### src/rtl/tfn_pkg.sv
// Package for the triangle face normal block: widths, word types and index codes.
// No dependencies; every rtl module refers to it by scoped names.
`default_nettype none
package tfn_pkg;
   localparam int IN_W        = 32;
   localparam int OUT_W       = 32;
   localparam int COORD_WIDTH = 32;
   localparam int EW          = COORD_WIDTH + 1;   // edge component
   localparam int PW          = 2 * EW;            // edge product
   localparam int CRW         = PW + 1;            // cross product component
   localparam int MW          = CRW;               // cross magnitude
   localparam int SQW         = 2 * MW;            // squared component
   localparam int SW          = SQW + 2;           // sum of three squares
   localparam int DIV_STEPS   = 63;                // quotient of c^2 * 2^62 / s
   localparam int DPW         = 64;                // quotient padded to even width
   localparam int RW          = DPW / 2;           // integer square root
   localparam int RRW         = RW + 3;            // root remainder
   localparam int CNTW        = $clog2(MW);
   localparam int Q_DEPTH     = 4;
   localparam int QAW         = $clog2(Q_DEPTH);
   localparam int QCW         = $clog2(Q_DEPTH + 1);
   localparam int COPIES      = 3;
   localparam int CPW         = 2;
   localparam logic [CPW-1:0] LAST_COPY = CPW'(COPIES - 1);

   localparam logic [1:0] COMP_X = 2'd0;
   localparam logic [1:0] COMP_Y = 2'd1;
   localparam logic [1:0] COMP_Z = 2'd2;

   typedef struct packed {
      logic [IN_W-1:0] v0x, v0y, v0z;
      logic [IN_W-1:0] v1x, v1y, v1z;
      logic [IN_W-1:0] v2x, v2y, v2z;
   } tri_type;

   typedef struct packed {
      logic signed [CRW-1:0] x, y, z;
   } cross_type;

   typedef struct packed {
      logic [OUT_W-1:0] x, y, z;
      logic             degen;
   } normal_type;
endpackage
`default_nettype wire

### src/rtl/tfn_queue.sv
// Short queue of cross product words between front and back end.
// Register array with a count. Uses tfn_pkg.
`default_nettype none
module tfn_queue (
   input  wire                clock,
   input  wire                reset,
   input  wire                push_valid,
   output logic               push_ready,
   input  tfn_pkg::cross_type push_data,
   output logic               pop_valid,
   input  wire                pop_ready,
   output tfn_pkg::cross_type pop_data
);
   tfn_pkg::cross_type mem_ff [tfn_pkg::Q_DEPTH];
   logic [tfn_pkg::QAW-1:0] wr_ff, rd_ff;
   logic [tfn_pkg::QCW-1:0] cnt_ff;
   logic push, pop;

   assign push_ready = cnt_ff != tfn_pkg::QCW'(tfn_pkg::Q_DEPTH);
   assign pop_valid  = cnt_ff != '0;
   assign push       = push_valid && push_ready;
   assign pop        = pop_valid && pop_ready;
   assign pop_data   = mem_ff[rd_ff];

   always_ff @(posedge clock) begin
      if (reset) begin
         wr_ff  <= '0;
         rd_ff  <= '0;
         cnt_ff <= '0;
      end else begin
         if (push) wr_ff <= wr_ff + 1'b1;
         if (pop)  rd_ff <= rd_ff + 1'b1;
         if (push && !pop)      cnt_ff <= cnt_ff + 1'b1;
         else if (pop && !push) cnt_ff <= cnt_ff - 1'b1;
      end
   end

   always_ff @(posedge clock) begin
      if (push) mem_ff[wr_ff] <= push_data;
   end
endmodule
`default_nettype wire

### config.mk
export PLATFORM = sky130hd
export DESIGN_NAME = tfn_queue
export DESIGN_NICKNAME = d
export VERILOG_FILES = /design/src/rtl/tfn_pkg.sv /design/src/rtl/tfn_queue.sv
export SDC_FILE = /design/constraint.sdc
export NUM_CORES = 1
export LEC_CHECK = 0
export BUFFER_PORTS_ARGS = -buffer_cell sky130_fd_sc_hd__buf_2
export CAP_MARGIN = 20
export CORE_ASPECT_RATIO = 0.5
export CORE_UTILIZATION = 35
export CTS_CLUSTER_DIAMETER = 30
export CTS_CLUSTER_SIZE = 24
export DETAILED_ROUTE_END_ITERATION = 16
export REMOVE_ABC_BUFFERS = 1
export SYNTH_ARGS = -nofsm -noshare
export SYNTH_HDL_FRONTEND = slang
export SYNTH_SLANG_ARGS = --single-unit
### constraint.sdc
create_clock -name clock -period 7 [get_ports clock]
set_clock_uncertainty 0.1 [all_clocks]
set_input_delay 0.35 -clock clock [delete_from_list [all_inputs] [get_ports clock]]
set_output_delay 0.35 -clock clock [all_outputs]
set_load 0.02 [all_outputs]
==> reports/qor.yml <==
synth:
  ys_seq_area_share_pct: 81.95
  netlist_area_um2: 29680
  ys_ff_latch: 813
  ys_types: 24
  yosysWarningCount: 0
  avgSynthCellArea_um2: 27.03
  netlist_instances: 1098
clocking:
  clock_latency_ns: 0.67
  clock_sinks: 813
  cts_tree: "built"
  cts.clk_slew.worst_paths_ns: 0.05
  cts_buffers: 119
  htree_levels: 3
  cts_resized: 0
  clock_tree.buffer_depth: 3
  cts-root-buf: "clkbuf_16"
  cts_setup_buffers: 0
global_route:
  use_met3_pct: 2.662
  grt_pass1_vias: 15245
  grt_antenna_before_repair: 3
  grt_usage_pct: 15.11
  overflow: 0
  grt_max_degree: 136
  grt_use_met1_pct: 17.71
  grt_pass1_wl_mm: 96.99
  use_met2_pct: 27.76
  busiest_layer: "met2"
worst_hold_path:
  hold_path.startpoint: "push_valid"
  hold_path_end: "wr_ff[1]"
  min_path_type: "in2reg"
  hold_path_depth: 3
layout:
  finalInstanceArea_um2: 38830
  area_delta_synth_final_pct: 30.81
  num-nets-final: 2008
  mostFrequentLayoutCells: "804 x edfxtp_1, 407 x buf_2, 203 x dlygate4sd3_1"
  final_common_cell: "edfxtp_1"
  fill_cells: 6952
  drive_gt1_share_pct: 43.53
  fin_cells: 3019
  utilization_pct: 46.28
run:
  drv_cap: 0
floorplanning:
  die_y_um: 207.9
  io_pins: 408
  rows: 75
  core_area_um2: 83890
  start_util_pct: 35.38
  die_w_um: 413.8
  die_area_um2: 86040
sta:
  max_freq_mhz: 273.9
  fin_crit_sh_pct: 52.16
  finalMaxSlewViolations: 0
  slew_headroom_pct: 35.02
  finalSetupViolations: 0
  setup_slack_ns: 3.349
  holdWs_ns: 0.08929
  tightest_slew_ns: 0.9748
  rsz0062_at_grt: "no"
  fin_crit_ns: 3.651
  hold_viol_final: 0
route:
  drt_iter0_drc: 839
  drc: 0
  dr.pass1.iters: 4
  wl_per_cell_um: 21.49
  routed_wl_mm: 64.87
  ant_nets: 0
  vias_per_cell: 4.663
  dr_total_vias: 14078
pwr:
  leakagePower_uw: 0.01310
  p_per_area_nw_per_um2: 395.7
  irDropWorstVdd_uv: 236.1
  internal_power_uw: 10950
  p_switching_uw: 4416
  clkPwrFrac_pct: 37.6
  p_seq_share_pct: 39.7
  comb_power_share_pct: 22.6
  netSwitchingFraction_pct: 28.74
worst_setup_path:
  start_kind: "flop"
  reg2reg_from: "cnt_ff[0]"
  r2r_end: "mem_ff[0][54]"
  rrSetupSlack_ns: 3.98
  cp.arrival_ns: 3.20
  r2r.worst_path.cells: 4
  endpoint_kind: "output port"
  required_ns: 6.55
  path_max_fanout: 101
  crit_type: "reg2out"
placed_design:
  dp_cells: 2589
  hpwl_mm: 39.88
  place.gp.congestion: 0.7432
  dp_slack_ns: 3.951
  port_buffers: 407
  placed_area_um2: 32760
outcome:
  status: "completed"
## cells by family after synthesis
logic type | Yosys count | share of synthesized area [%]
DFF | 813 | 81.95
muxes | 204 | 15.36
buffers and inverters | 49 | 1.889
and+or+nand+nor | 17 | 0.2824
adders and majority gates | 6 | 0.2782
AOI/OAI and AO/OA | 5 | 0.1264
xor gates and xnor gates | 4 | 0.1180
## cells in the mapped netlist (all sizes together)
cell	n	share of area (%)
edfxtp	804	81
mux4	201	15
buf	42	1.8
dfxtp	9	0.61
nor2	8	0.10
ha	5	0.21
and2	4	0.084
clkbuf	4	0.051
xor2	4	0.12
inv	3	0.038
mux2i	2	0.067
nand2b	2	0.042
or3	2	0.042
a21boi	1	0.038
a21oi	1	0.017
fa	1	0.067
mux2	1	0.038
nand2	1	0.013
o21ai	1	0.017
o311ai	1	0.030
o31ai	1	0.025
## area by class of cell
class	instances	area, um2	share of cell area (%)
Sequential cell	813	24330	62.67
Multi-Input combinational cell	236	4807	12.38
Timing Repair Buffer	624	4249	10.94
Clock buffer	137	3182	8.195
Tap cell	1116	1396	3.596
Clock inverter	87	842.1	2.169
Inverter	3	11.26	0.02900
Antenna cell	3	7.507	0.01934
## per-stage QoR
step | setup TNS (ns) | power [uW]
floorplan | -523.09 | 8746
global placement | 0 | 9666
detailed placement | 0 | 9676
CTS | 0 | 15580
global route | 0 | 15910
finish | 0 | 15360
## worst max-delay path: stages, from the launching register on
cell     delay, ns
dfxtp_4       0.82
buf_12        0.65
mux4_2        0.65
buf_2         0.18
## power groups by stage
stage,clock [uW],sequential [uW],combinational [uW]
6_report,5780,6100,3480
5_1_grt,6100,6160,3660
4_1_cts,5880,6120,3580
3_5_place_dp,0,6210,3470
3_3_place_gp,0,6190,3470
2_1_floorplan,0,6470,2280
## flip-flops by register name, indices dropped and copies added (netlist names), named ones only
register,count
mem_ff,804
cnt_ff,3
wr_ff,2
rd_ff,2
## worst max-delay path by stage
stage,endpoint,start,slack (ns)
2_1_floorplan,pop_data[0],flop,-2.60
3_3_place_gp,pop_data[191],flop,3.95
4_1_cts,pop_data[191],flop,3.21
6_report,pop_data[191],flop,3.35
3_5_place_dp,pop_data[191],flop,3.95
5_1_grt,pop_data[191],flop,3.09
## routing by layer
| layer | up-vias | part of all wire, % |
|---|---|---|
| met5 | - | 0 |
| met4 | 0 | 2.9 |
| met3 | 105 | 3.2 |
| met2 | 286 | 57 |
| met1 | 7453 | 37 |
| li1 | 6234 | - |
## timing repair
action,CTS,global route
endpoints found under the hold margin,813,0
endpoints found under the setup margin,0,0
hold buffers,203,0
(Power assumes the default switching activity.)
