==> config.mk <==
export PLATFORM = sky130hd
export DESIGN_NAME = tfn_back
export DESIGN_NICKNAME = d
export VERILOG_FILES = /design/src/rtl/tfn_pkg.sv /design/src/rtl/tfn_back.sv
export SDC_FILE = /design/constraint.sdc
export NUM_CORES = 2
export LEC_CHECK = 0
export ABC_AREA = 1
export CAP_MARGIN = 20
export CORE_ASPECT_RATIO = 1.75
export CORE_UTILIZATION = 40
export DETAILED_ROUTE_END_ITERATION = 10
export DONT_BUFFER_PORTS = 1
export GPL_TIMING_DRIVEN = 0
export HOLD_SLACK_MARGIN = 0.12
export PLACE_DENSITY_LB_ADDON = 0.08
export SLEW_MARGIN = 15
export SYNTH_ARGS = -nofsm -noshare
export SYNTH_HDL_FRONTEND = slang
export SYNTH_SLANG_ARGS = --single-unit
export TNS_END_PERCENT = 50
==> constraint.sdc <==
create_clock -name clock -period 26.6 [get_ports clock]
set_input_delay 3.99 -clock clock [delete_from_list [all_inputs] [get_ports clock]]
set_output_delay 3.99 -clock clock [all_outputs]
set_load 0.01 [all_outputs]
==> src/rtl/tfn_pkg.sv <==
// Package for the triangle face normal block: widths, word types and index codes.
// No dependencies; every rtl module refers to it by scoped names.
`default_nettype none
package tfn_pkg;
   localparam int IN_W        = 32;
   localparam int OUT_W       = 32;
   localparam int COORD_WIDTH = 32;
   localparam int EW          = COORD_WIDTH + 1;   // edge component
   localparam int PW          = 2 * EW;            // edge product
   localparam int CRW         = PW + 1;            // cross product component
   localparam int MW          = CRW;               // cross magnitude
   localparam int SQW         = 2 * MW;            // squared component
   localparam int SW          = SQW + 2;           // sum of three squares
   localparam int DIV_STEPS   = 63;                // quotient of c^2 * 2^62 / s
   localparam int DPW         = 64;                // quotient padded to even width
   localparam int RW          = DPW / 2;           // integer square root
   localparam int RRW         = RW + 3;            // root remainder
   localparam int CNTW        = $clog2(MW);
   localparam int Q_DEPTH     = 4;
   localparam int QAW         = $clog2(Q_DEPTH);
   localparam int QCW         = $clog2(Q_DEPTH + 1);
   localparam int COPIES      = 3;
   localparam int CPW         = 2;
   localparam logic [CPW-1:0] LAST_COPY = CPW'(COPIES - 1);

   localparam logic [1:0] COMP_X = 2'd0;
   localparam logic [1:0] COMP_Y = 2'd1;
   localparam logic [1:0] COMP_Z = 2'd2;

   typedef struct packed {
      logic [IN_W-1:0] v0x, v0y, v0z;
      logic [IN_W-1:0] v1x, v1y, v1z;
      logic [IN_W-1:0] v2x, v2y, v2z;
   } tri_type;

   typedef struct packed {
      logic signed [CRW-1:0] x, y, z;
   } cross_type;

   typedef struct packed {
      logic [OUT_W-1:0] x, y, z;
      logic             degen;
   } normal_type;
endpackage
`default_nettype wire

==> src/rtl/tfn_back.sv <==
// Back end: serial squares, restoring division c^2*2^62/s and integer square root
// per component, then rounding and sign. One triangle at a time. Uses tfn_pkg.
`default_nettype none
module tfn_back (
   input  wire                 clock,
   input  wire                 reset,
   input  wire                 in_valid,
   output logic                in_ready,
   input  tfn_pkg::cross_type  in_cross,
   output logic                out_valid,
   input  wire                 out_ready,
   output tfn_pkg::normal_type out_nrm
);
   typedef enum logic [2:0] {ST_IDLE, ST_SQR, ST_DIV, ST_SQRT, ST_DONE} state_type;

   function automatic logic signed [tfn_pkg::CRW-1:0] sel_c(input tfn_pkg::cross_type c,
                                                           input logic [1:0] k);
      unique case (k)
         tfn_pkg::COMP_X: sel_c = c.x;
         tfn_pkg::COMP_Y: sel_c = c.y;
         default:         sel_c = c.z;
      endcase
   endfunction

   function automatic logic [tfn_pkg::MW-1:0] mag_of(input logic signed [tfn_pkg::CRW-1:0] v);
      logic signed [tfn_pkg::CRW-1:0] nv;
      nv = -v;
      mag_of = v[tfn_pkg::CRW-1] ? tfn_pkg::MW'(nv) : tfn_pkg::MW'(v);
   endfunction

   state_type state_ff;
   tfn_pkg::cross_type c_ff;
   logic [1:0] comp_ff;
   logic [tfn_pkg::CNTW-1:0] cnt_ff;
   logic [tfn_pkg::MW-1:0]  mag_ff, msh_ff;
   logic [tfn_pkg::SQW-1:0] acc_ff;
   logic [tfn_pkg::SQW-1:0] sq_ff [3];
   logic [tfn_pkg::SW-1:0]  s_ff;
   logic [tfn_pkg::SW:0]    rem_ff;
   logic [tfn_pkg::DPW-1:0] dq_ff;
   logic [tfn_pkg::RW-1:0]  root_ff;
   logic [tfn_pkg::RRW-1:0] srem_ff;
   logic                    neg_ff [3];
   logic [tfn_pkg::OUT_W-1:0] nrm_ff [3];
   logic                    degen_ff;

   logic [tfn_pkg::SQW-1:0] acc_in;
   logic [tfn_pkg::SW-1:0]  s_in;
   logic [tfn_pkg::SW:0]    t_div, rem_in;
   logic                    ge_div;
   logic [tfn_pkg::RRW-1:0] t_sq, trial, srem_in;
   logic                    ge_sq;
   logic [tfn_pkg::RW-1:0]  root_in;
   logic [tfn_pkg::RW:0]    rnd;
   logic [tfn_pkg::OUT_W-1:0] qmag, nval;
   logic [1:0]              comp_nx;
   logic signed [tfn_pkg::CRW-1:0] c_nx;

   assign in_ready  = state_ff == ST_IDLE;
   assign out_valid = state_ff == ST_DONE;
   assign out_nrm   = '{x: nrm_ff[0], y: nrm_ff[1], z: nrm_ff[2], degen: degen_ff};

   always_comb begin
      comp_nx = comp_ff + 2'd1;
      c_nx    = sel_c(c_ff, comp_nx);
      acc_in  = {acc_ff[tfn_pkg::SQW-2:0], 1'b0}
              + (msh_ff[tfn_pkg::MW-1] ? tfn_pkg::SQW'(mag_ff) : '0);
      s_in    = s_ff + tfn_pkg::SW'(acc_in);
      // first division step tests c^2 >= s without a shift
      t_div   = (cnt_ff == '0) ? rem_ff : {rem_ff[tfn_pkg::SW-1:0], 1'b0};
      ge_div  = t_div >= {1'b0, s_ff};
      rem_in  = ge_div ? t_div - {1'b0, s_ff} : t_div;
      t_sq    = {srem_ff[tfn_pkg::RRW-3:0], dq_ff[tfn_pkg::DPW-1 -: 2]};
      trial   = {1'b0, root_ff, 2'b01};
      ge_sq   = t_sq >= trial;
      srem_in = ge_sq ? t_sq - trial : t_sq;
      root_in = {root_ff[tfn_pkg::RW-2:0], ge_sq};
      // the root plus one, halved, gives the magnitude rounded to nearest
      rnd     = {1'b0, root_in} + 1'b1;
      qmag    = rnd[tfn_pkg::RW:1];
      nval    = neg_ff[comp_ff] ? -qmag : qmag;
   end

   always_ff @(posedge clock) begin
      if (reset) begin
         state_ff <= ST_IDLE;
      end else begin
         unique case (state_ff)
            ST_IDLE: begin
               if (in_valid) begin
                  c_ff      <= in_cross;
                  comp_ff   <= tfn_pkg::COMP_X;
                  cnt_ff    <= '0;
                  mag_ff    <= mag_of(in_cross.x);
                  msh_ff    <= mag_of(in_cross.x);
                  neg_ff[0] <= in_cross.x[tfn_pkg::CRW-1];
                  acc_ff    <= '0;
                  s_ff      <= '0;
                  state_ff  <= ST_SQR;
               end
            end
            ST_SQR: begin
               if (cnt_ff == tfn_pkg::CNTW'(tfn_pkg::MW - 1)) begin
                  sq_ff[comp_ff] <= acc_in;
                  s_ff   <= s_in;
                  cnt_ff <= '0;
                  acc_ff <= '0;
                  if (comp_ff == tfn_pkg::COMP_Z) begin
                     degen_ff <= s_in == '0;
                     comp_ff  <= tfn_pkg::COMP_X;
                     rem_ff   <= {1'b0, 2'b00, sq_ff[tfn_pkg::COMP_X]};
                     dq_ff    <= '0;
                     if (s_in == '0) begin
                        nrm_ff[0] <= '0;
                        nrm_ff[1] <= '0;
                        nrm_ff[2] <= '0;
                        state_ff  <= ST_DONE;
                     end else begin
                        state_ff  <= ST_DIV;
                     end
                  end else begin
                     comp_ff         <= comp_nx;
                     mag_ff          <= mag_of(c_nx);
                     msh_ff          <= mag_of(c_nx);
                     neg_ff[comp_nx] <= c_nx[tfn_pkg::CRW-1];
                  end
               end else begin
                  acc_ff <= acc_in;
                  msh_ff <= {msh_ff[tfn_pkg::MW-2:0], 1'b0};
                  cnt_ff <= cnt_ff + 1'b1;
               end
            end
            ST_DIV: begin
               rem_ff <= rem_in;
               dq_ff  <= {dq_ff[tfn_pkg::DPW-2:0], ge_div};
               if (cnt_ff == tfn_pkg::CNTW'(tfn_pkg::DIV_STEPS - 1)) begin
                  cnt_ff   <= '0;
                  root_ff  <= '0;
                  srem_ff  <= '0;
                  state_ff <= ST_SQRT;
               end else begin
                  cnt_ff <= cnt_ff + 1'b1;
               end
            end
            ST_SQRT: begin
               srem_ff <= srem_in;
               root_ff <= root_in;
               if (cnt_ff == tfn_pkg::CNTW'(tfn_pkg::RW - 1)) begin
                  nrm_ff[comp_ff] <= nval;
                  cnt_ff <= '0;
                  if (comp_ff == tfn_pkg::COMP_Z) begin
                     state_ff <= ST_DONE;
                  end else begin
                     comp_ff  <= comp_nx;
                     rem_ff   <= {1'b0, 2'b00, sq_ff[comp_nx]};
                     dq_ff    <= '0;
                     state_ff <= ST_DIV;
                  end
               end else begin
                  dq_ff  <= {dq_ff[tfn_pkg::DPW-3:0], 2'b00};
                  cnt_ff <= cnt_ff + 1'b1;
               end
            end
            ST_DONE: begin
               if (out_ready) state_ff <= ST_IDLE;
            end
            default: state_ff <= ST_IDLE;
         endcase
      end
   end
endmodule
`default_nettype wire

==> flow_summary.toml <==
[power]
static-leakage-power_nw = 47.8
max-vdd-ir-drop_mv = 0.107
pwr_density_cell_nw_per_um2 = 137

[final_layout]
syn_to_final_growth_pct = 11.6
final_layout_size_suffix_gt1_share_pct = 4.25
design.final.nets = 14200
fillers = 25200
final_non_filler_cell_total = 17100
finish.instance_area_um2 = 109000

[clock_network]
clock_root_buffer = "sky130_fd_sc_hd__clkbuf_16"
hold_bufs_at_cts = 0
worstSkewPairLatency_ps = 960
h_tree_levels = 4
longest_clk_path_bufs = 4
cts_sinks = 1386
post-cts-setup-buffers = 0
worst_setup_hold_path_clk_slew_ps = 70
post_cts_repair_resize_count = 0
tritoncts.num_buffers = 153
tritoncts = "built"

[setup_path]
path_max_fanout = 32
worst_path_largest_cell_delay_ps = 950
critical-path-top-cell-by-count = "sky130_fd_sc_hd__nand2_1"
worst-r2r-setup-slack_ps = 13700
critical_path_required_ps = 27090
setup.worst_path.start_class = "register"
worst_setup_path_end_kind = "register"
timing_worst_setup_path_type = "reg2reg"
worstReg2RegStart = "msh_ff[66]"
slowest_stage = "sky130_fd_sc_hd__a21oi_1"
worstPathArrival_ps = 13390
worst_r2r_endpoint = "nrm_ff[2][29]"
timing.critical_path.max_delay_family = "compound AO/OA/AOI/OAI gates"
reg2regPathDepth = 39
path_buf_inv = 4

[synthesis]
synth.top_cells.by_count = "3748 x sky130_fd_sc_hd__nand2_1, 2314 x sky130_fd_sc_hd__inv_1, 1583 x sky130_fd_sc_hd__nor2_1"
yosys.cell_types.count = 67
synth_seq_area_share_pct = 42.5
synth_top_flop_cell = "sky130_fd_sc_hd__edfxtp_1"
yosysMostFrequentCell = "sky130_fd_sc_hd__nand2_1"
yosysWarnings = 0
synth.top_cells.by_area = "sky130_fd_sc_hd__edfxtp_1 42%, sky130_fd_sc_hd__nand2_1 14%, sky130_fd_sc_hd__inv_1 8.9%, sky130_fd_sc_hd__nor2_1 6.1%, sky130_fd_sc_hd__ha_1 4.9%"
simple_gate_share_of_the_synthesized_area_pct = 25.8
synth_cells = 13400
synth_top_family_by_area = "simple AND/OR/NAND/NOR gates"
synth.mux.area_fraction_pct = 0
number_of_synthesized_flops_with_an_enable_pin = 1381
nets_in_the_synthesized_netlist = 13900
ys_async_sr_fraction_pct = 0
yosys.area_share.xor_xnor_pct = 3.46
post-synth-top-area-fraction_pct = 42.4
syn_avg_cell_area_um2 = 7.33
compound_cell_area_share_of_the_yosys_netlist_pct = 13.1
synthDominantAreaCellType = "sky130_fd_sc_hd__edfxtp_1"
synth_fa_ha_area_share_pct = 4.96
ys_ff_latch = 1386
synthesis.area_um2 = 97800

[floorplan]
die_footprint_um2 = 247000
initial_utilization_pct = 40.3
die_width_um = 376
core_area_um2 = 243000
num_io_pins = 304
die-height_um = 656
rows = 239

[global_route]
antenna_found_initial = 61
via_count_of_the_first_global_routing_pass = 97700
overflow_left_after_global_routing = 0
grt_max_degree = 85
grt_first_pass_wirelength_um = 781000
grt_util_all_layers_pct = 46.7

[timing]
final-hold-violation-count = 0
maxSlewViolCount = 0
fmax_ghz = 0.0775
setup_viol = 0
finalWorstSetupSlack_ps = 13700
final.period_utilization_pct = 48.5
slew-limit-headroom_pct = 4.32
finalWorstPathRequiredPeriod_ps = 12900
worst_pin_slew_ps = 1440
worst_hold_slack_ps = 520
finalClockSkew_ps = 105
final.setup.tns_ps = 0
grt_setup_unrepaired = "false"

[placed_design]
dp_hpwl_um = 485000
gp_congestion = 1.15
place.detailed.instances = 16700
place.port_buffers = 0
placed_inst_area_um2 = 104000
placement.setup.worst_slack_ps = 14210

[detailed_routing]
wl_um = 585000
via_count = 99900
via_per_inst = 5.86
detail_route.drc_violations = 0
dr.first_iter.drc_count = 10800
wire_per_inst_um = 34.3
detail-route-antenna-nets = 0
drt-pass1-iter-count = 9

[hold_path]
holdCritStartpoint = "msh_ff[35]"
min_delay_path_depth = 2
worst_hold_path.endpoint = "msh_ff[36]"
hold_class = "reg2reg"

[run_status]
run_status = "complete, no violations"

[run]
max_cap_violations = 0
[layout by cell type (no fill, tap or decap), types with 25 or more instances in the layout]
cell type                      n
sky130_fd_sc_hd__ha_1        383
sky130_fd_sc_hd__a21oi_1     808
sky130_fd_sc_hd__clkinv_1     25
sky130_fd_sc_hd__o21a_1       41
sky130_fd_sc_hd__a21o_1       34
sky130_fd_sc_hd__buf_6        38
sky130_fd_sc_hd__buf_12       26
sky130_fd_sc_hd__clkbuf_1    233
sky130_fd_sc_hd__o22ai_1      74
sky130_fd_sc_hd__inv_1      2310
sky130_fd_sc_hd__nor4_1       65
sky130_fd_sc_hd__xor2_1      187
sky130_fd_sc_hd__a31oi_1     183
sky130_fd_sc_hd__o21bai_1     26
sky130_fd_sc_hd__nor3_1      149
sky130_fd_sc_hd__clkbuf_16   155
sky130_fd_sc_hd__o21ai_0     803
sky130_fd_sc_hd__nor2_1     1575
sky130_fd_sc_hd__diode_2      68
sky130_fd_sc_hd__edfxtp_1   1381
sky130_fd_sc_hd__xor2_2       36
sky130_fd_sc_hd__nand4_1     113
sky130_fd_sc_hd__o21ai_1      54
sky130_fd_sc_hd__nand3_1     515
sky130_fd_sc_hd__a221o_1      38
sky130_fd_sc_hd__xnor2_1     149
sky130_fd_sc_hd__nand2_1    3745
sky130_fd_sc_hd__o211ai_1    123
sky130_fd_sc_hd__buf_2        55
sky130_fd_sc_hd__clkbuf_2     26
[worst max path at each step]
stage | startpoint | to | slack (ps) | cells past startpoint
2_1_floorplan | reset | mag_ff[0] | 8740 | 3
3_3_place_gp | reset | mag_ff[4] | -390 | 3
3_5_place_dp | msh_ff[66] | nrm_ff[2][13] | 14210 | 36
4_1_cts | msh_ff[66] | nrm_ff[2][8] | 14110 | 36
5_1_grt | msh_ff[66] | nrm_ff[1][29] | 13610 | 39
6_report | msh_ff[66] | nrm_ff[2][29] | 13700 | 39
[state kept, by name (all words and copies together) (netlist names), named ones only]
signal    count
rem_ff      137
c_ff        201
sq_ff       402
degen_ff      1
cnt_ff        7
acc_ff      133
comp_ff       2
msh_ff       67
root_ff      32
nrm_ff       96
s_ff        136
neg_ff        3
state_ff      3
dq_ff        64
srem_ff      33
mag_ff       67
[worst reg2reg max path, delay by kind of cell, from the launching register on]
family / cells / cell delay (ps)
adders and majority gates: 2 / 700
buffers and inverters: 4 / 1280
DFF: 1 / 440
xor gates and xnor gates: 1 / 690
and+or+nand+nor: 20 / 3210
AOI/OAI and AO/OA: 12 / 6140
[report_power, final]
part / internal (mW) / total [mW] / switching (mW)
Combinational: 2.21 / 9.54 / 7.33
Clock: 1.16 / 2.20 / 1.04
Sequential: 2.98 / 3.18 / 0.193
[cells by family (layout without fill, tap and decap cells)]
logic type / Yosys count / after routing
xor+xnor: 386 / 386
other cells: 0 / 68
compound gates: 2281 / 2281
fa+ha+maj: 386 / 386
simple gates: 6278 / 6278
buf+inv: 2635 / 3012
flops: 1386 / 1386
[cell type report]
| type | instances | area [µm²] | area share (%) |
|---|---|---|---|
| Inverter | 2321 | 8720 | 7.99 |
| Clock inverter | 93 | 858 | 0.786 |
| Antenna cell | 68 | 170 | 0.156 |
| Buffer | 314 | 1320 | 1.21 |
| Tap cell | 3253 | 4070 | 3.73 |
| Sequential cell | 1386 | 41600 | 38.1 |
| Timing Repair Buffer | 110 | 1720 | 1.57 |
| Clock buffer | 174 | 3930 | 3.60 |
| Multi-Input combinational cell | 9331 | 46800 | 42.9 |
[routing by layer]
metal	wire [µm]	GRT usage [%]	vias up
li1	-	-	44200
met1	159000	37.9	46700
met2	277000	78.6	6187
met3	45400	12.3	2843
met4	104000	66.3	2
met5	13	0.0393	-
[metrics by stage]
stage / utilization, % / total power [mW]
5_1_grt: 45.0 / 15.3
2_1_floorplan: - / 8.06
3_3_place_gp: 42.0 / 12.1
6_report: 45.0 / 14.9
4_1_cts: 44.8 / 14.4
3_5_place_dp: 42.9 / 12.2
Note: power is estimated with default switching activity, not from simulation.
