<file path="src/rtl/tfn_pkg.sv">
// Package for the triangle face normal block: widths, word types and index codes.
// No dependencies; every rtl module refers to it by scoped names.
`default_nettype none
package tfn_pkg;
   localparam int IN_W        = 32;
   localparam int OUT_W       = 32;
   localparam int COORD_WIDTH = 32;
   localparam int EW          = COORD_WIDTH + 1;   // edge component
   localparam int PW          = 2 * EW;            // edge product
   localparam int CRW         = PW + 1;            // cross product component
   localparam int MW          = CRW;               // cross magnitude
   localparam int SQW         = 2 * MW;            // squared component
   localparam int SW          = SQW + 2;           // sum of three squares
   localparam int DIV_STEPS   = 63;                // quotient of c^2 * 2^62 / s
   localparam int DPW         = 64;                // quotient padded to even width
   localparam int RW          = DPW / 2;           // integer square root
   localparam int RRW         = RW + 3;            // root remainder
   localparam int CNTW        = $clog2(MW);
   localparam int Q_DEPTH     = 4;
   localparam int QAW         = $clog2(Q_DEPTH);
   localparam int QCW         = $clog2(Q_DEPTH + 1);
   localparam int COPIES      = 3;
   localparam int CPW         = 2;
   localparam logic [CPW-1:0] LAST_COPY = CPW'(COPIES - 1);

   localparam logic [1:0] COMP_X = 2'd0;
   localparam logic [1:0] COMP_Y = 2'd1;
   localparam logic [1:0] COMP_Z = 2'd2;

   typedef struct packed {
      logic [IN_W-1:0] v0x, v0y, v0z;
      logic [IN_W-1:0] v1x, v1y, v1z;
      logic [IN_W-1:0] v2x, v2y, v2z;
   } tri_type;

   typedef struct packed {
      logic signed [CRW-1:0] x, y, z;
   } cross_type;

   typedef struct packed {
      logic [OUT_W-1:0] x, y, z;
      logic             degen;
   } normal_type;
endpackage
`default_nettype wire

</file>
<file path="src/rtl/tfn_emit.sv">
// Output stage: holds one normal and sends it as three result words, last on the third.
// Takes the next normal as the third copy leaves. Uses tfn_pkg.
`default_nettype none
module tfn_emit (
   input  wire                 clock,
   input  wire                 reset,
   input  wire                 in_valid,
   output logic                in_ready,
   input  tfn_pkg::normal_type in_nrm,
   output logic                rsp_valid,
   input  wire                 rsp_ready,
   output tfn_pkg::normal_type rsp_nrm,
   output logic                rsp_last
);
   logic busy_ff;
   logic [tfn_pkg::CPW-1:0] cnt_ff;
   tfn_pkg::normal_type hold_ff;
   logic fin;

   assign rsp_valid = busy_ff;
   assign rsp_nrm   = hold_ff;
   assign rsp_last  = cnt_ff == tfn_pkg::LAST_COPY;
   assign fin       = busy_ff && rsp_ready && rsp_last;
   assign in_ready  = !busy_ff || fin;

   always_ff @(posedge clock) begin
      if (reset) begin
         busy_ff <= 1'b0;
         cnt_ff  <= '0;
      end else if (in_valid && in_ready) begin
         busy_ff <= 1'b1;
         cnt_ff  <= '0;
      end else if (fin) begin
         busy_ff <= 1'b0;
      end else if (busy_ff && rsp_ready) begin
         cnt_ff <= cnt_ff + 1'b1;
      end
   end

   always_ff @(posedge clock) begin
      if (in_valid && in_ready) hold_ff <= in_nrm;
   end
endmodule
`default_nettype wire
</file>
<file path="config.mk">
export PLATFORM = sky130hd
export DESIGN_NAME = tfn_emit
export DESIGN_NICKNAME = d
export VERILOG_FILES = /design/src/rtl/tfn_pkg.sv /design/src/rtl/tfn_emit.sv
export SDC_FILE = /design/constraint.sdc
export NUM_CORES = 1
export LEC_CHECK = 0
export ABC_CLOCK_PERIOD_IN_PS = 5950
export BUFFER_PORTS_ARGS = -buffer_cell sky130_fd_sc_hd__buf_2
export CAP_MARGIN = 20
export CORE_MARGIN = 3
export CORE_UTILIZATION = 37
export CTS_CLUSTER_SIZE = 10
export DETAILED_ROUTE_END_ITERATION = 16
export GPL_TIMING_DRIVEN = 0
export PLACE_DENSITY = 0.79
export SYNTH_ARGS = -nofsm -noshare
export SYNTH_HDL_FRONTEND = slang
export SYNTH_SLANG_ARGS = --single-unit
</file>
<file path="constraint.sdc">
create_clock -name clock -period 5.95 [get_ports clock]
set_input_delay 1.19 -clock clock [delete_from_list [all_inputs] [get_ports clock]]
set_output_delay 1.19 -clock clock [all_outputs]
set_load 0.02 [all_outputs]
</file>
==> results of run 1 <==
[registers in the layout, indices dropped and copies added (netlist names)]
register,flops
rsp_nrm,97
rsp_valid,1
cnt_ff,2
[synth_stat cells (all sizes together)]
cell,instances
a21boi,1
inv,2
a2111oi,1
nor2b,1
nor2,3
ha,1
and3b,1
edfxtp,97
nor3,1
xnor2,1
dfxtp,3
[kinds of logic (layout without fill, tap and decap cells)]
logic type	Yosys count	count (layout)	synth area share (%)
simple gates	6	6	1.14
xor+xnor	1	1	0.286
compound gates	2	2	0.858
fa+ha+maj	1	1	0.408
flops	100	100	97.1
buf+inv	2	220	0.245
[worst max-delay path, stage by stage]
cell and delay (ns):
buf_2 0.11, a21boi_2 0.21, inv_1 0.06, buf_2 0.16
[layer usage]
metal,GRT usage (%),up-vias,wire length [µm]
li1,-,868,-
met1,18.0,904,2720
met2,24.8,121,3620
met3,6.13,7,759
met4,5.94,0,80
met5,0,-,0
[power by group through the flow]
stage	logic, W	clock network (W)	registers, W
global placement	0.000140	0	0.000849
finish	0.000148	0.000471	0.000829
CTS	0.000150	0.000486	0.000830
detailed placement	0.000150	0	0.000846
global route	0.000158	0.000520	0.000834
floorplan	0.0000189	0	0.000900
[path summary, 6_finish.rpt]
| path | endpoint |
|---|---|
| min | cnt_ff[1]$_SDFFE_PP0P_ |
| min reg2reg | cnt_ff[1]$_SDFFE_PP0P_ |
| max | in_ready |
| max reg2reg | rsp_nrm[69]$_DFFE_PP_ |
[final cells by class]
| cell class | count | area [µm²] |
|---|---|---|
| clock buffers | 9 | 124 |
| clock inverters | 7 | 98.8 |
| inverters | 2 | 7.51 |
| multi-input cells | 10 | 90.1 |
| flip-flops and latches | 100 | 2970 |
| well taps | 102 | 128 |
| fillers | 647 | 3430 |
| repair buffers | 202 | 1040 |
[through the flow]
stage | hold slack, ns | power (W) | setup slack (ns)
after detailed placement | 0.525 | 0.000997 | 3.03
after global routing | 0.568 | 0.00151 | 2.99
after global placement | 0.515 | 0.000989 | 0.792
final | 0.539 | 0.00145 | 3.04
after floorplan | 0.502 | 0.000919 | 1.66
after CTS | 0.541 | 0.00147 | 3.03
==> impl_results.md, run 1 <==
* Worst vdd ir at 0.154 mV
* Internal at 0.00111 W
* Post-CTS Setup Inserts at 0
* Vias at 1,900
* Power Density at 325 mW/mm²
* Setup CP Type: primary input to output pin
* Initial DRC count at 83
* Overflow after GRT at 0
* Crit Path Max Fanout at 3
* Worst setup path startpoint: rsp_ready
* Status: finished clean
* Worst setup EP type: output pin
* Worst reg2reg path depth at 5
* Worst R2R Setup Slack at 3.88 ns
* Post-DP HPWL at 5.53 mm
* Area growth from synthesis to layout at 45.7%
* I/O pin cnt at 201
* Most frequent cells in the layout: 200 x buf_2, 97 x edfxtp_1, 9 x clkbuf_8
* Routed wire per std cell at 16.6 µm
* Mapped Cells at 112
* Pre-antenna DRT Iters at 4
* Final hold violation count at 0
* HP Start: cnt_ff[1]$_SDFFE_PP0P_
* NumNets Final at 427
* Worst Hold Class: flop to flop
* Post-CTS sizing at 0
* Final wirelength at 7.18 mm
* Fin Setup TNS at 0 ns
* Worst-Margin Slew at 0.972 ns
* DP Area at 0.00424 mm²
* CTS tree: yes
* Util after Layout at 56.6%
* CP Launch Type: primary input
* Combinational share of power at 10.2%
* Syn nets at 214
* Starting Density at 38.8%
* Core area at 0.00789 mm²
* Final setup viols at 0
* Switch Pwr at 0.000335 W
* RSZ-0062 raised after global routing: false
* Diode count at 0
* Synthesized area at 0.00306 mm²
* Tcrit/Tclk final at 49.0%
* Leading area contributor after synthesis: edfxtp_1
* Cts bufs inserted at 9
* Fin area at 0.00446 mm²
* Antenna viol nets, final at 0
* Reg clk slew, reported paths at 0.09 ns
* Vias per std cell at 4.40
* Die Area at 0.00941 mm²
* Finished Layout Cells at 432
* H-tree depth at 3
* Top-area cell type share of the netlist area at 95.1%
* Crit path DAT at 1.72 ns
* Drc violations at 0
* Most common cell after layout, fill and taps aside: buf_2
* Req. time, crit path at 4.76 ns
* Register area share after synthesis at 97.1%
* Fmax at 343 MHz
* Hold Buf Count CTS at 0
* WHS Path Cells at 2
* Reg power frac at 57.3%
* Netlist cell types at 12
* Input/output buffers at 200
* Die W at 97.0 µm
* # clock sinks at 100
* Root Buffer: clkbuf_8
* Top post-synthesis cells by area: edfxtp_1 95%, dfxtp_1 2.0%, a2111oi_2 0.49%, ha_1 0.41%, a21boi_2 0.37%
* Mean Syn Cell Area at 27.3 µm²
* Clock Skews at 0.0146 ns
* Vias in the first global route at 1,926
* Placed cells at 416
* Switching Fraction at 23.1%
* Share of layout cells above drive strength 1 at 67.3%
* FP Rows at 32
* First-pass GRT wire length at 10.9 mm
* Flops & latches, synth at 100
* RD Place Congestion at 0.769
* Die height at 97.0 µm
* Clock power share at 32.5%
* Largest net degree at the start of global routing at 36
* Max-Cap Viols at 0
* Skew-Pair Late Insertion Delay at 0.35 ns
* Clock Tree Buf Depth at 2
* Pleak at 1.90 nW
* Final min period at 2.91 ns
* Fin. max-slew vios at 0
* Initial antenna violation count at 0
* GRT Total Usage at 15.2%
* RR Startpoint: cnt_ff[0]$_SDFFE_PP0P_
* Relative slew slack at 35.1%
* Synth warn at 0
No activity file was read; power rests on OpenSTA's default activity.
==> run 2, diff against run 1 <==
Settings changed: ABC_CLOCK_PERIOD_IN_PS 5950 to 2650.
Clock period 5.95 ns to 2.65 ns, I/O delays scaled along.
==> impl_results.md, run 2 (same netlist as run 1, synthesis figures left out) <==
* Vias in the first global route at 2,078
* Most common cell after layout, fill and taps aside: buf_2
* Initial antenna violation count at 0
* Vias at 1,903
* Max-Cap Viols at 0
* Post-CTS Setup Inserts at 0
* Largest register FFs at 97
* Multi-input gate area at 92.6 µm²
* First-pass GRT wire length at 10.6 mm
* Final wirelength at 6.89 mm
* Status: finished clean
* CP Launch Type: flop
* Routed wire per std cell at 16.0 µm
* Pleak at 1.89 nW
* Root Buffer: clkbuf_8
* DP Area at 0.00424 mm²
* Clock Tree Buf Depth at 2
* # clock sinks at 100
* Skew-Pair Late Insertion Delay at 0.34 ns
* Worst vdd ir at 0.365 mV
* Worst hold slack at 0.353 ns
* Die height at 97.0 µm
* Final hold violation count at 0
* Drc violations at 0
* Final min period at 2.09 ns
* H-tree depth at 3
* Power Density at 716 mW/mm²
* CTS tree: yes
* Relative slew slack at 33.2%
* Post-DP HPWL at 5.37 mm
* Register area at 0.00297 mm²
* Share of layout cells above drive strength 1 at 67.2%
* GRT Total Usage at 14.7%
* Fmax at 478 MHz
* Vias per std cell at 4.42
* Area growth from synthesis to layout at 45.2%
* Overflow after GRT at 0
* Fillers at 664
* Starting Density at 38.8%
* Initial DRC count at 28
* Final setup viols at 0
* Final Worst Setup Slack at 0.559 ns
* Worst setup EP type: flop
* Largest net degree at the start of global routing at 39
* Worst Hold Class: primary input to flop
* Place WS at 0.482 ns
* Hold Buf Count CTS at 0
* Req. time, crit path at 2.69 ns
* Cts bufs inserted at 9
* Most frequent cells in the layout: 200 x buf_2, 97 x edfxtp_1, 9 x clkbuf_8
* Die Area at 0.00941 mm²
* Fin area at 0.00445 mm²
* Die W at 97.0 µm
* Setup CP Type: flop to flop
* Worst-Margin Slew at 0.999 ns
* Fin. max-slew vios at 0
* Post-CTS sizing at 0
* Core area at 0.00789 mm²
* Crit path DAT at 2.13 ns
* RSZ-0062 raised after global routing: false
* FP Rows at 32
* Crit Path Max Fanout at 38
* Reg clk slew, reported paths at 0.09 ns
* Tcrit/Tclk final at 78.9%
* Clock Skews at 0.00829 ns
* Diode count at 0
* I/O pin cnt at 201
* Util after Layout at 56.4%
* Antenna viol nets, final at 0
* NumNets Final at 427
* Input/output buffers at 200
* Pre-antenna DRT Iters at 3
* RD Place Congestion at 0.766
==> run 2: per-layer routing <==
layer	vias up	global-route usage, %	part of all wire, %
li1	871	-	-
met1	883	15.9	34
met2	136	23.6	48
met3	13	7.57	15
met4	0	7.56	2.4
met5	-	0	0
==> run 2: report_power, final <==
group | switching, W | leakage [nW] | total, W | internal (W)
Sequential | 0.0000199 | 0.949 | 0.00186 | 0.00184
Clock | 0.000465 | 0.0956 | 0.000992 | 0.000528
Combinational | 0.000210 | 0.842 | 0.000331 | 0.000121
==> run 2: final timing paths <==
check | startpoint | to | slack, ns | depth (start not counted)
worst max-delay path | cnt_ff[0]$_SDFFE_PP0P_ | rsp_nrm[31]$_DFFE_PP_ | 0.56 | 5
worst max register to register | cnt_ff[0]$_SDFFE_PP0P_ | rsp_nrm[31]$_DFFE_PP_ | 0.56 | 5
worst min register to register | cnt_ff[1]$_SDFFE_PP0P_ | cnt_ff[1]$_SDFFE_PP0P_ | 0.55 | 2
worst min-delay path | in_nrm[94] | rsp_nrm[94]$_DFFE_PP_ | 0.35 | 1
==> run 2: cell type report <==
type,count,share of cell area (%)
clock buffers,11,2.95
clock inverters,4,1.69
repair buffers,202,23.4
inverters,2,0.169
multi-input cells,10,2.08
well taps,102,2.87
flip-flops and latches,100,66.8
==> run 2: critical path, stage by stage (launching register included) <==
cell and delay, ns:
dfxtp_1 0.33, inv_1 0.06, ha_2 0.20, a21boi_2 0.09
nor2b_4 0.78, buf_12 0.32
==> run 2: stage by stage <==
stage / std cells / setup TNS [ns] / power [W]
after floorplan: 112 / 0 / 0.00206
after global placement: 414 / -37.01 / 0.00222
after detailed placement: 416 / 0 / 0.00224
after CTS: 431 / 0 / 0.00324
after global routing: 431 / 0 / 0.00333
final: 431 / 0 / 0.00318
==> run 3, diff against run 2 <==
Settings changed: ABC_CLOCK_PERIOD_IN_PS 2650 to 2200, CORE_UTILIZATION 37 to 41, PLACE_DENSITY 0.79 to 0.82.
Clock period 2.65 ns to 2.2 ns, I/O delays scaled along.
==> impl_results.md, run 3 (same netlist as run 1, synthesis figures left out) <==
* Status: finished clean
* Fillers at 538
* RSZ-0062 raised after global routing: false
* Fin. max-slew vios at 0
* Post-CTS Setup Inserts at 0
* Routed length on met2 at 4.18 mm
* Skew-Pair Late Insertion Delay at 0.34 ns
* Final setup viols at 0
* Overflow after GRT at 0
* Setup CP Type: flop to flop
* Antenna viol nets, final at 0
* Most common cell after layout, fill and taps aside: buf_2
* H-tree depth at 3
* Die W at 92.4 µm
* Clock Tree Buf Depth at 2
* Reg clk slew, reported paths at 0.09 ns
* Most frequent cells in the layout: 200 x buf_2, 97 x edfxtp_1, 10 x clkbuf_8
* # clock sinks at 100
* Largest net degree at the start of global routing at 32
* Fin area at 0.00447 mm²
* GRT Total Usage at 17.9%
* Fmax at 511 MHz
* Multi-input gate area at 110 µm²
* Crit path DAT at 2.00 ns
* Final hold violation count at 0
* Pre-antenna DRT Iters at 4
* Input/output buffers at 200
* Pleak at 1.90 nW
* Cts bufs inserted at 9
* Area growth from synthesis to layout at 45.8%
* Req. time, crit path at 2.24 ns
* Post-DP HPWL at 6.01 mm
* Final wirelength at 7.49 mm
* Vias at 1,872
* RD Place Congestion at 0.705
* Power Density at 831 mW/mm²
* Initial antenna violation count at 1
* WHS Path Cells at 1
* Vias per std cell at 4.38
* Worst vdd ir at 0.588 mV
* Drc violations at 0
* Diode count at 0
* Place WS at 0.190 ns
* Crit Path Max Fanout at 31
* Vias in the first global route at 2,104
* Relative slew slack at 55.7%
* Util after Layout at 63.6%
* Met3 routed WL at 805 µm
* FP Rows at 30
* DP Area at 0.00429 mm²
* Max-Cap Viols at 0
* Final Worst Setup Slack at 0.244 ns
* Worst reg2reg path depth at 5
* Worst R2R Setup Slack at 0.24 ns
* Total power at 0.00371 W
* Register area at 0.00298 mm²
* CP Launch Type: flop
* Starting Density at 43.6%
* Worst hold slack at 0.259 ns
* Final min period at 1.96 ns
* Clock Skews at 0.0119 ns
* Die Area at 0.00854 mm²
* I/O pin cnt at 201
* Core area at 0.00702 mm²
* Worst Hold Class: primary input to flop
* Die height at 92.4 µm
* Top Metal Used: met5
* Tcrit/Tclk final at 88.9%
* NumNets Final at 428
* Worst setup EP type: flop
* Hold Buf Count CTS at 0
* Root Buffer: clkbuf_8
* CTS tree: yes
* Routed wire per std cell at 17.5 µm
* Post-CTS sizing at 0
* M1 WL at 2.37 mm
* Initial DRC count at 77
* Worst-Margin Slew at 0.663 ns
* Largest register FFs at 97
* First-pass GRT wire length at 11.1 mm
* Share of layout cells above drive strength 1 at 68.6%
-- run 3: changes by cell type in the layout (fill, tap and decap cells not counted), sizes merged --
cell | previous run | this run
clkinv | 0 | 2
clkinvlp | 2 | 1
bufinv | 2 | 0
buf | 202 | 203
inv | 2 | 4
-- run 3: cell type report --
type	instances	area share, %
clock buffers	11	3.17
repair buffers	203	24.1
well taps	96	2.69
multi-input cells	10	2.47
clock inverters	5	0.785
inverters	2	0.168
flip-flops and latches	100	66.6
-- run 3: where the power goes --
group	leakage [nW]	total [W]	internal, W	switching, W
Sequential	0.950	0.00224	0.00222	0.0000260
Combinational	0.863	0.000417	0.000158	0.000259
Clock	0.0901	0.00105	0.000448	0.000603
-- run 3: stage by stage --
| stage | cells | TNS [ns] |
|---|---|---|
| after floorplan | 112 | -30.21 |
| after global placement | 408 | -73.40 |
| after detailed placement | 411 | 0 |
| after CTS | 427 | 0 |
| after global routing | 427 | 0 |
| final | 427 | 0 |
-- run 3: worst max-delay path, stage by stage, from the launching register on --
cell	delay [ns]
dfxtp_2	0.38
ha_4	0.17
a21boi_4	0.07
nor2b_4	0.54
buf_16	0.26
buf_12	0.22
-- run 3: worst paths after layout --
path,start,end
worst max-delay path,cnt_ff[1]$_SDFFE_PP0P_,rsp_nrm[46]$_DFFE_PP_
worst min-delay path,in_nrm[21],rsp_nrm[21]$_DFFE_PP_
worst min register to register,cnt_ff[0]$_SDFFE_PP0P_,cnt_ff[0]$_SDFFE_PP0P_
worst max register to register,cnt_ff[1]$_SDFFE_PP0P_,rsp_nrm[46]$_DFFE_PP_
-- run 3: metal layers --
metal  global-route usage [%]  vias to the layer above
li1                         -                      872
met1                     16.8                      883
met2                     32.5                      105
met3                     9.50                       10
met4                     6.44                        2
met5                        0                        -
